**config.mk**
```make
export PLATFORM = sky130hd
export DESIGN_NAME = outlier_rejecting_sample_average_flat
export DESIGN_NICKNAME = d
export VERILOG_FILES = /design/src/hdl/orsa_pkg.sv /design/src/hdl/orsa_if.sv /design/src/hdl/outlier_rejecting_sample_average.sv /design/src/hdl/orsa_ctrl.sv /design/src/hdl/orsa_dp.sv /design/src/flat_wrapper.sv
export SDC_FILE = /design/constraint.sdc
export NUM_CORES = 1
export LEC_CHECK = 0
export BUFFER_PORTS_ARGS = -buffer_cell sky130_fd_sc_hd__buf_4
export CORE_MARGIN = 2
export CORE_UTILIZATION = 55
export DETAILED_ROUTE_END_ITERATION = 6
export MAX_ROUTING_LAYER = met4
export PLACE_DENSITY = 0.71
export REMOVE_ABC_BUFFERS = 1
export SYNTH_ARGS = -nofsm -noshare
export SYNTH_HDL_FRONTEND = slang
export SYNTH_HIERARCHICAL = 1
export SYNTH_SLANG_ARGS = --single-unit
```
**constraint.sdc**
```tcl
create_clock -name clock -period 15.1 [get_ports clock]
set_clock_uncertainty 0.1 [all_clocks]
set_input_delay 1.51 -clock clock [delete_from_list [all_inputs] [get_ports clock]]
set_output_delay 1.51 -clock clock [all_outputs]
set_load 0.01 [all_outputs]
```
**src/hdl/orsa_pkg.sv**
```systemverilog
// Shared types, widths, register codes and controller encodings for the
// outlier-rejecting sample average. No dependencies.
`timescale 1ns / 1ps

package orsa_pkg;

   // converter sample width and the longest run that is ever averaged
   localparam int SAMPLE_BITS   = 12;
   localparam int RUN_LIMIT     = 8;
   localparam int COUNT_BITS    = 4;
   localparam int SUM_BITS      = SAMPLE_BITS + $clog2(RUN_LIMIT);
   localparam int TAKEN_BITS    = 8;
   localparam int PCT_BITS      = 8;
   localparam int LOWER_BITS    = 7;
   localparam int PCT_SCALE     = 100;

   // count*100 and the cross-multiplied products of the band test
   localparam int SCALE_BITS    = COUNT_BITS + 7;
   localparam int PROD_BITS     = SAMPLE_BITS + 1 + SCALE_BITS;

   // radix-4 restoring divider: two quotient bits per cycle
   localparam int DIV_BITS      = SUM_BITS + (SUM_BITS % 2);
   localparam int DIV_CYCLES    = DIV_BITS / 2;
   localparam int DIV_CNT_BITS  = $clog2(DIV_CYCLES);

   // configuration port
   localparam int CSR_ADDR_BITS = 2;
   localparam int CSR_DATA_BITS = 8;

   typedef logic [SAMPLE_BITS-1:0]   sample_type;
   typedef logic [COUNT_BITS-1:0]    count_type;
   typedef logic [SUM_BITS-1:0]      sum_type;
   typedef logic [TAKEN_BITS-1:0]    taken_type;
   typedef logic [PCT_BITS-1:0]      pct_type;
   typedef logic [LOWER_BITS-1:0]    lower_type;
   typedef logic [SCALE_BITS-1:0]    scale_type;
   typedef logic [PROD_BITS-1:0]     prod_type;
   typedef logic [DIV_BITS-1:0]      div_type;
   typedef logic [DIV_CNT_BITS-1:0]  div_cnt_type;
   typedef logic [CSR_DATA_BITS-1:0] csr_data_type;

   // register indexes
   typedef enum logic [CSR_ADDR_BITS-1:0] {
      CSR_TARGET_COUNT = 2'd0,
      CSR_MAX_SAMPLES  = 2'd1,
      CSR_UPPER_PCT    = 2'd2,
      CSR_LOWER_PCT    = 2'd3
   } csr_index_type;

   // register reset values
   localparam count_type TARGET_RESET = COUNT_BITS'(5);
   localparam taken_type MAX_RESET    = TAKEN_BITS'(25);
   localparam pct_type   UPPER_RESET  = PCT_BITS'(120);
   localparam lower_type LOWER_RESET  = LOWER_BITS'(80);

   // controller states, one-hot
   typedef enum logic [5:0] {
      ST_IDLE   = 6'b000001,
      ST_MUL1   = 6'b000010,
      ST_MUL2   = 6'b000100,
      ST_UPDATE = 6'b001000,
      ST_DIVIDE = 6'b010000,
      ST_OUTPUT = 6'b100000
   } ctrl_state_type;

   // controller to datapath
   typedef struct packed {
      logic take;      // latch the incoming sample
      logic mul_ref;   // form bound*sum products and count*100
      logic mul_smp;   // form sample*count*100 products
      logic update;    // band test, run update, divider load on finish
      logic div_step;  // two quotient bits
      logic out_load;  // move the quotient into the result register
   } dp_cmd_type;

   // datapath to controller
   typedef struct packed {
      logic finish;    // the measurement completes with this sample
      logic out_free;  // the result register can take a new beat
   } dp_status_type;

endpackage

```
**src/hdl/orsa_if.sv**
```systemverilog
// Valid/ready channel interfaces for the sample input and the result output.
// Depends on orsa_pkg.
`timescale 1ns / 1ps

interface orsa_req_if import orsa_pkg::*; ();
   logic       valid;
   logic       ready;
   sample_type sample;

   modport source (output valid, output sample, input ready);
   modport sink   (input valid, input sample, output ready);
endinterface

interface orsa_rsp_if import orsa_pkg::*; ();
   logic       valid;
   logic       ready;
   sample_type average;
   count_type  agree_count;
   logic       timed_out;

   modport source (output valid, output average, output agree_count,
                   output timed_out, input ready);
   modport sink   (input valid, input average, input agree_count,
                   input timed_out, output ready);
endinterface

```
**src/hdl/outlier_rejecting_sample_average.sv**
```systemverilog
// Top level of the outlier-rejecting sample average: controller plus datapath.
// Depends on orsa_pkg, orsa_if, orsa_ctrl and orsa_dp.
//
// Usage:
//   req_if carries one converter sample per beat; rsp_if carries one result
//   beat (average, agree_count, timed_out) per finished measurement. The csr_
//   port writes target_count, max_samples, upper_pct and lower_pct by index;
//   write only while the block is idle.
// Sequencing:
//   A sample that does not finish a measurement passes through accept, the
//   multiply states for the band test (ST_MUL1, ST_MUL2) and the update
//   state. A sample that finishes one then goes on through the radix-4
//   divider, which forms sum/count two bits per cycle, and the output state.
//   req_if.ready is high only between samples.
// Reset:
//   Synchronous, active high: registers return to their defaults, the run
//   is cleared and no result beat is pending.
// Back-pressure:
//   A finished beat sits in the result register; the next sample is accepted
//   meanwhile, and only a second finished result waits for rsp_if.ready.
`timescale 1ns / 1ps

module outlier_rejecting_sample_average import orsa_pkg::*; (
   input  logic                     clock,
   input  logic                     reset,
   orsa_req_if.sink                 req_if,
   orsa_rsp_if.source               rsp_if,
   input  logic                     csr_wr_en,
   input  logic [CSR_ADDR_BITS-1:0] csr_index,
   input  csr_data_type             csr_wr_data
);

   dp_cmd_type    cmd;
   dp_status_type status;

   orsa_ctrl u_ctrl (
      .clock     (clock),
      .reset     (reset),
      .req_valid (req_if.valid),
      .req_ready (req_if.ready),
      .status    (status),
      .cmd       (cmd)
   );

   orsa_dp u_dp (
      .clock           (clock),
      .reset           (reset),
      .csr_wr_en       (csr_wr_en),
      .csr_index       (csr_index),
      .csr_wr_data     (csr_wr_data),
      .req_sample      (req_if.sample),
      .rsp_ready       (rsp_if.ready),
      .rsp_valid       (rsp_if.valid),
      .rsp_average     (rsp_if.average),
      .rsp_agree_count (rsp_if.agree_count),
      .rsp_timed_out   (rsp_if.timed_out),
      .cmd             (cmd),
      .status          (status)
   );

endmodule

```
**src/hdl/orsa_ctrl.sv**
```systemverilog
// Controller for the sample average: sequences the band test, the divider
// iterations and the result hand-off. Depends on orsa_pkg.
`timescale 1ns / 1ps

module orsa_ctrl import orsa_pkg::*; (
   input  logic          clock,
   input  logic          reset,
   input  logic          req_valid,
   output logic          req_ready,
   input  dp_status_type status,
   output dp_cmd_type    cmd
);

   ctrl_state_type state_ff, state_in;
   div_cnt_type    div_cnt_ff, div_cnt_in;

   // next state and commands
   always_comb begin
      state_in   = state_ff;
      div_cnt_in = div_cnt_ff;
      cmd        = '0;
      req_ready  = (state_ff == ST_IDLE);
      unique case (state_ff)
         ST_IDLE: begin
            if (req_valid) begin
               cmd.take = 1'b1;
               state_in = ST_MUL1;
            end
         end
         ST_MUL1: begin
            cmd.mul_ref = 1'b1;
            state_in    = ST_MUL2;
         end
         ST_MUL2: begin
            cmd.mul_smp = 1'b1;
            state_in    = ST_UPDATE;
         end
         ST_UPDATE: begin
            cmd.update = 1'b1;
            div_cnt_in = '0;
            state_in   = status.finish ? ST_DIVIDE : ST_IDLE;
         end
         ST_DIVIDE: begin
            cmd.div_step = 1'b1;
            if (div_cnt_ff == DIV_CNT_BITS'(DIV_CYCLES - 1)) begin
               state_in = ST_OUTPUT;
            end else begin
               div_cnt_in = div_cnt_ff + 1'b1;
            end
         end
         ST_OUTPUT: begin
            // hold the quotient until the result register frees up
            if (status.out_free) begin
               cmd.out_load = 1'b1;
               state_in     = ST_IDLE;
            end
         end
         default: begin
            state_in = ST_IDLE;
         end
      endcase
   end

   always_ff @(posedge clock) begin
      if (reset) begin
         state_ff   <= ST_IDLE;
         div_cnt_ff <= '0;
      end else begin
         state_ff   <= state_in;
         div_cnt_ff <= div_cnt_in;
      end
   end

endmodule

```
**src/hdl/orsa_dp.sv**
```systemverilog
// Datapath for the sample average: configuration registers, run state,
// band-test multipliers, radix-4 divider and result register. Depends on orsa_pkg.
`timescale 1ns / 1ps

module orsa_dp import orsa_pkg::*; (
   input  logic                     clock,
   input  logic                     reset,
   // configuration writes
   input  logic                     csr_wr_en,
   input  logic [CSR_ADDR_BITS-1:0] csr_index,
   input  csr_data_type             csr_wr_data,
   // sample and result payload
   input  sample_type               req_sample,
   input  logic                     rsp_ready,
   output logic                     rsp_valid,
   output sample_type               rsp_average,
   output count_type                rsp_agree_count,
   output logic                     rsp_timed_out,
   // controller link
   input  dp_cmd_type               cmd,
   output dp_status_type            status
);

   // configuration
   count_type target_ff;
   taken_type max_ff;
   pct_type   upper_ff;
   lower_type lower_ff;

   // run state
   sum_type   run_sum_ff,   run_sum_in;
   count_type run_count_ff, run_count_in;
   taken_type taken_ff,     taken_in;

   // band test pipeline
   sample_type sample_ff;
   scale_type  scaled_ff;
   prod_type   ref_hi_ff, ref_lo_ff;
   prod_type   smp_hi_ff, smp_lo_ff;
   logic [SAMPLE_BITS:0] sample_p1;

   // divider
   div_type   quo_ff, quo_in;
   count_type rem_ff, rem_in;
   count_type den_ff;
   count_type pend_count_ff;
   logic      pend_timeout_ff;

   // result register
   logic       out_valid_ff, out_valid_in;
   sample_type out_avg_ff;
   count_type  out_count_ff;
   logic       out_timeout_ff;

   // update of the run
   logic      too_high, too_low, restart, reached, spent, finish;
   count_type goal;
   sum_type   upd_sum;
   count_type upd_count;
   taken_type upd_taken;

   // band test and run update
   always_comb begin
      too_high  = smp_hi_ff > ref_hi_ff;
      too_low   = smp_lo_ff <= ref_lo_ff;
      restart   = (run_count_ff == '0) || too_high || too_low;
      upd_sum   = restart ? SUM_BITS'(sample_ff) : run_sum_ff + SUM_BITS'(sample_ff);
      upd_count = restart ? COUNT_BITS'(1) : run_count_ff + 1'b1;
      upd_taken = taken_ff + 1'b1;
      goal      = (target_ff > COUNT_BITS'(RUN_LIMIT)) ? COUNT_BITS'(RUN_LIMIT)
                                                       : target_ff;
      reached   = upd_count >= goal;
      spent     = upd_taken >= max_ff;
      finish    = reached || spent;

      run_sum_in   = run_sum_ff;
      run_count_in = run_count_ff;
      taken_in     = taken_ff;
      if (cmd.update) begin
         if (finish) begin
            run_sum_in   = '0;
            run_count_in = '0;
            taken_in     = '0;
         end else begin
            run_sum_in   = upd_sum;
            run_count_in = upd_count;
            taken_in     = upd_taken;
         end
      end
   end

   assign sample_p1 = {1'b0, sample_ff} + (SAMPLE_BITS + 1)'(1);

   // divider: two restoring steps per cycle, dividend shifts out at the top
   always_comb begin
      logic [COUNT_BITS:0] part;
      div_type             quo;
      count_type           rem;
      quo = quo_ff;
      rem = rem_ff;
      for (int i = 0; i < 2; i++) begin
         part = {rem, quo[DIV_BITS-1]};
         quo  = {quo[DIV_BITS-2:0], 1'b0};
         if (part >= {1'b0, den_ff}) begin
            part   = part - {1'b0, den_ff};
            quo[0] = 1'b1;
         end
         rem = part[COUNT_BITS-1:0];
      end
      quo_in = quo;
      rem_in = rem;
   end

   // status back to the controller: {finish, out_free}
   assign status = {finish, !out_valid_ff || rsp_ready};

   // result register handshake
   always_comb begin
      out_valid_in = out_valid_ff;
      if (cmd.out_load) begin
         out_valid_in = 1'b1;
      end else if (rsp_ready) begin
         out_valid_in = 1'b0;
      end
   end

   // control state and configuration
   always_ff @(posedge clock) begin
      if (reset) begin
         target_ff    <= TARGET_RESET;
         max_ff       <= MAX_RESET;
         upper_ff     <= UPPER_RESET;
         lower_ff     <= LOWER_RESET;
         run_sum_ff   <= '0;
         run_count_ff <= '0;
         taken_ff     <= '0;
         out_valid_ff <= 1'b0;
      end else begin
         if (csr_wr_en) begin
            unique case (csr_index)
               CSR_TARGET_COUNT: target_ff <= csr_wr_data[COUNT_BITS-1:0];
               CSR_MAX_SAMPLES:  max_ff    <= csr_wr_data[TAKEN_BITS-1:0];
               CSR_UPPER_PCT:    upper_ff  <= csr_wr_data[PCT_BITS-1:0];
               CSR_LOWER_PCT:    lower_ff  <= csr_wr_data[LOWER_BITS-1:0];
               default:          ;
            endcase
         end
         run_sum_ff   <= run_sum_in;
         run_count_ff <= run_count_in;
         taken_ff     <= taken_in;
         out_valid_ff <= out_valid_in;
      end
   end

   // payload registers
   always_ff @(posedge clock) begin
      if (cmd.take) begin
         sample_ff <= req_sample;
      end
      if (cmd.mul_ref) begin
         scaled_ff <= SCALE_BITS'(run_count_ff) * SCALE_BITS'(PCT_SCALE);
         ref_hi_ff <= PROD_BITS'(upper_ff) * PROD_BITS'(run_sum_ff);
         ref_lo_ff <= PROD_BITS'(lower_ff) * PROD_BITS'(run_sum_ff);
      end
      if (cmd.mul_smp) begin
         smp_hi_ff <= PROD_BITS'(sample_ff) * PROD_BITS'(scaled_ff);
         smp_lo_ff <= PROD_BITS'(sample_p1) * PROD_BITS'(scaled_ff);
      end
      if (cmd.update && finish) begin
         quo_ff          <= DIV_BITS'(upd_sum);
         rem_ff          <= '0;
         den_ff          <= upd_count;
         pend_count_ff   <= upd_count;
         pend_timeout_ff <= !reached;
      end else if (cmd.div_step) begin
         quo_ff <= quo_in;
         rem_ff <= rem_in;
      end
      if (cmd.out_load) begin
         out_avg_ff     <= quo_ff[SAMPLE_BITS-1:0];
         out_count_ff   <= pend_count_ff;
         out_timeout_ff <= pend_timeout_ff;
      end
   end

   assign rsp_valid       = out_valid_ff;
   assign rsp_average     = out_avg_ff;
   assign rsp_agree_count = out_count_ff;
   assign rsp_timed_out   = out_timeout_ff;

endmodule

```
**src/flat_wrapper.sv**
```systemverilog
// flat-port wrapper written by rule: the top's interface ports become plain ports
module outlier_rejecting_sample_average_flat import orsa_pkg::*;
  (clock, reset, csr_wr_en, csr_index, csr_wr_data, req_if_valid, req_if_sample, req_if_ready, rsp_if_valid, rsp_if_average, rsp_if_agree_count, rsp_if_timed_out, rsp_if_ready);
  orsa_req_if req_if_i ();
  orsa_rsp_if rsp_if_i ();
  input  logic clock;
  input  logic reset;
  input  logic csr_wr_en;
  input  logic [CSR_ADDR_BITS-1:0] csr_index;
  input  csr_data_type csr_wr_data;
  input wire logic [$bits(req_if_i.valid)-1:0] req_if_valid;
  input wire logic [$bits(req_if_i.sample)-1:0] req_if_sample;
  output wire logic [$bits(req_if_i.ready)-1:0] req_if_ready;
  output wire logic [$bits(rsp_if_i.valid)-1:0] rsp_if_valid;
  output wire logic [$bits(rsp_if_i.average)-1:0] rsp_if_average;
  output wire logic [$bits(rsp_if_i.agree_count)-1:0] rsp_if_agree_count;
  output wire logic [$bits(rsp_if_i.timed_out)-1:0] rsp_if_timed_out;
  input wire logic [$bits(rsp_if_i.ready)-1:0] rsp_if_ready;
  assign req_if_i.valid = req_if_valid;
  assign req_if_i.sample = req_if_sample;
  assign req_if_ready = req_if_i.ready;
  assign rsp_if_valid = rsp_if_i.valid;
  assign rsp_if_average = rsp_if_i.average;
  assign rsp_if_agree_count = rsp_if_i.agree_count;
  assign rsp_if_timed_out = rsp_if_i.timed_out;
  assign rsp_if_i.ready = rsp_if_ready;
  outlier_rejecting_sample_average u_core (.clock(clock), .reset(reset), .req_if(req_if_i), .rsp_if(rsp_if_i), .csr_wr_en(csr_wr_en), .csr_index(csr_index), .csr_wr_data(csr_wr_data));
endmodule
```
==> results.py <==
metrics = {
    "cts": {
        "cts_tree": "done",
        "ctsHtreeMaxLevel": 1,
        "root_buffer": "clkbuf_16",
        "post_cts_resized": 0,
        "clk_pin_slew_ps": 60,
        "cts_hold_buf": 0,
        "post-cts-setup-buffers": 0,
        "cts_made_buffers": 26,
        "clk_latency_ps": 550,
        "clock-sinks": 215,
        "max-clock-path-buffers": 3,
    },
    "yosys": {
        "synth_edf_count": 146,
        "synth_cell_types": 82,
        "synth-xor-area-share_pct": 3.58,
        "synth_ff_type": "edfxtp_1",
        "yosys.area_share.simple_pct": 17.1,
        "yosys_warnings": 6,
        "synth-compound-area-share_pct": 7.66,
        "ys_top_cells_by_area": "fa_1, edfxtp_1, ha_1, inv_1, dfxtp_1",
        "syn_inst": 2516,
        "async_reset_ff_share_pct": 0,
        "synth.largest_area_cell": "fa_1",
        "netlist.area_leader.share_pct": 24.7,
        "synthAdderAreaFrac_pct": 37.9,
        "synth_area_um2": 23900,
        "synth_seq_cells": 215,
        "synthMuxAreaShare_pct": 1.14,
        "avgSynthCellArea_um2": 9.52,
        "synth_seq_area_share_pct": 24.1,
        "synth_top_family_by_area": "adder cells",
    },
    "worst_setup_path": {
        "path_cells": "ha_1, and3_1, nand3_1, xnor2_1, nand2_1, fa_1, inv_1, fa_1, inv_1, fa_1, fa_1, inv_1, ha_1, or3_1, a311oi_1, o31a_1, a21oi_1, a211oi_1, a21oi_1, nor2_1, xnor2_1",
        "crit_path_end_kind": "flip-flop",
        "cpPeakStageDelay_ps": 810,
        "cp.arrival_ps": 6950,
        "crit_path_frequent_cell": "fa_1",
        "crit_required_ps": 15310,
        "critical_path.slowest_cell": "edfxtp_1",
        "r2r_cells": 21,
        "worst-path-max-fanout": 24,
        "startpoint_type": "flip-flop",
        "critPathKind": "reg2reg",
    },
    "power": {
        "leakage_uw": 0.0127,
        "p_sw_uw": 2050,
        "switching_share_pct": 44.4,
        "seqPwrFrac_pct": 20.2,
        "intPower_uw": 2570,
        "power_frac_clock_pct": 13.8,
        "irDropWorstVdd_v": 0.000224,
        "powerDensity_nw_per_um2": 180,
        "combPwrFrac_pct": 66.0,
    },
    "route": {
        "routed_wl_mm": 54.0,
        "firstDrtPassIters": 5,
        "ant_nets": 0,
        "drt_iter0_markers": 939,
        "drc_errors": 0,
        "vias": 17100,
        "viasPerCell": 5.47,
        "wl_per_cell_um": 17.3,
    },
    "sta": {
        "slew_headroom_pct": 28.7,
        "max_clock_freq_mhz": 148,
        "worstMarginPinSlew_ps": 1070,
        "drv_slew": 0,
        "tns_ps": 0,
        "rsz0062_at_grt": "no",
        "finalCritPeriodShare_pct": 44.7,
        "setup_violations": 0,
        "finalHoldViolCount": 0,
        "min_period_ps": 6750,
    },
    "floorplan": {
        "die_w_um": 213,
        "dieArea_um2": 45200,
        "ios": 46,
        "die_h_um": 213,
        "core_um2": 43000,
        "row_count": 76,
        "start_util_pct": 55.7,
    },
    "place": {
        "port_buffers": 45,
        "gp_congestion": 0.879,
        "place_area_um2": 24700,
        "dp_hpwl_mm": 41.3,
        "dp.cells": 3071,
    },
    "worst_hold_path": {
        "hold_depth": 0,
        "min_path_type": "reg2reg",
    },
    "run_status": {
        "status": "completed",
    },
    "finish": {
        "num-nets-final": 3090,
        "instances_no_fill": 3120,
        "area_growth_pct": 7.02,
        "layout-drive-gt1-share_pct": 5.17,
        "final_area_um2": 25600,
    },
    "global_route": {
        "grt_pass1_wl_mm": 89.9,
        "grt_util_all_layers_pct": 25.8,
        "antenna_found_initial": 1,
        "grt_pass1_vias": 18300,
        "grt_max_degree": 56,
        "grt_overflow": 0,
    },
    "run": {
        "max_cap_violations": 0,
    },
}
## cell type report
| class | count | area [um2] |
|---|---|---|
| clock inverters | 14 | 140 |
| fillers | 3698 | 17400 |
| diodes | 1 | 2.50 |
| clock buffers | 34 | 743 |
| repair buffers | 54 | 405 |
| flip-flops and latches | 215 | 5770 |
| multi-input cells | 1767 | 16100 |
| inverters | 450 | 1690 |
| well taps | 585 | 732 |
## stage by stage
stage	setup WS, ps	hold WS, ps	util, %	total power [uW]
floorplan	9240	300	-	3260
global placement	8490	312	57.6	3850
detailed placement	8400	323	57.6	3970
CTS	8380	353	59.6	4630
global route	7970	356	59.6	5050
finish	8350	345	59.6	4620
## worst max-delay path, delay by kind of cell (launching register included)
kind / cells / cell delay (ps)
AND/OR/NAND/NOR: 5 / 1020
adder cells (fa/ha/maj): 6 / 2580
flip-flops: 1 / 810
AO/OA/AOI/OAI: 5 / 1130
buffers and inverters: 3 / 150
XOR/XNOR: 2 / 700
## worst paths after layout
path	from	to	slack, ps
setup / recovery	u_core/u_dp/sample_ff[0]	u_core/u_dp/smp_lo_ff[23]	8350
hold / removal	u_core/u_dp/pend_timeout_ff	u_core/u_dp/rsp_timed_out	340
setup reg to reg	u_core/u_dp/sample_ff[0]	u_core/u_dp/smp_lo_ff[23]	8350
hold reg to reg	u_core/u_dp/pend_timeout_ff	u_core/u_dp/rsp_timed_out	340
## registers in the layout (all words and copies together) (netlist names), 8 cells and up
name	cells
u_core/u_dp/upper_ff	8
u_core/u_dp/scaled_ff	9
u_core/u_dp/ref_lo_ff	22
u_core/u_dp/quo_ff	16
u_core/u_dp/ref_hi_ff	23
u_core/u_dp/run_sum_ff	15
u_core/u_dp/max_ff	8
u_core/u_dp/rsp_average	12
u_core/u_dp/smp_hi_ff	21
u_core/u_dp/taken_ff	8
u_core/u_dp/smp_lo_ff	22
u_core/u_dp/sample_ff	12
## synth_stat cells, types with 24 or more instances
master      n
edfxtp_1  146
nand2_1   336
xnor2_1    69
nor2_1     78
nor2b_1    24
and2_1    211
a21oi_1    89
inv_1     446
dfxtp_1    69
nand3_1    38
a21o_1     41
fa_1      295
ha_1      254
clkbuf_1   74
mux2i_1    25
xor2_1     29
o21ai_0    60
## kinds of logic after synthesis
logic type | Yosys count
AOI/OAI and AO/OA | 282
muxes | 27
xor gates and xnor gates | 98
and+or+nand+nor | 811
adders and majority gates | 549
buffers and inverters | 534
DFF | 215
## routing by layer
metal / track usage [%] / routed length [um] / up-vias
li1: - / - / 8038
met5: - / 0 / -
met3: 3.37 / 2890 / 107
met1: 30.8 / 22400 / 8457
met4: 8.22 / 1730 / 0
met2: 45.3 / 27000 / 461
## cells in the final DEF, fill, tap and decap left out, drive strengths merged, types with 22 or more instances in the layout
cell type    n
a21o        41
a21oi       93
and2       211
and3        24
buf         54
clkbuf      34
dfxtp       69
edfxtp     146
fa         295
ha         254
inv        450
mux2i       25
nand2      338
nand3       40
nor2        78
nor2b       25
nor3        22
o21ai       64
xnor2       69
xor2        29
## power by group through the flow
stage                     Combinational [uW]  Sequential (uW)  Clock (uW)
final                                   3050              932         637
after global routing                    3440              938         671
after CTS                               3050              931         648
after detailed placement                3020              943           0
after global placement                  2910              939           0
after floorplan                         2350              909           0
Power figures use the tool's default switching activity.
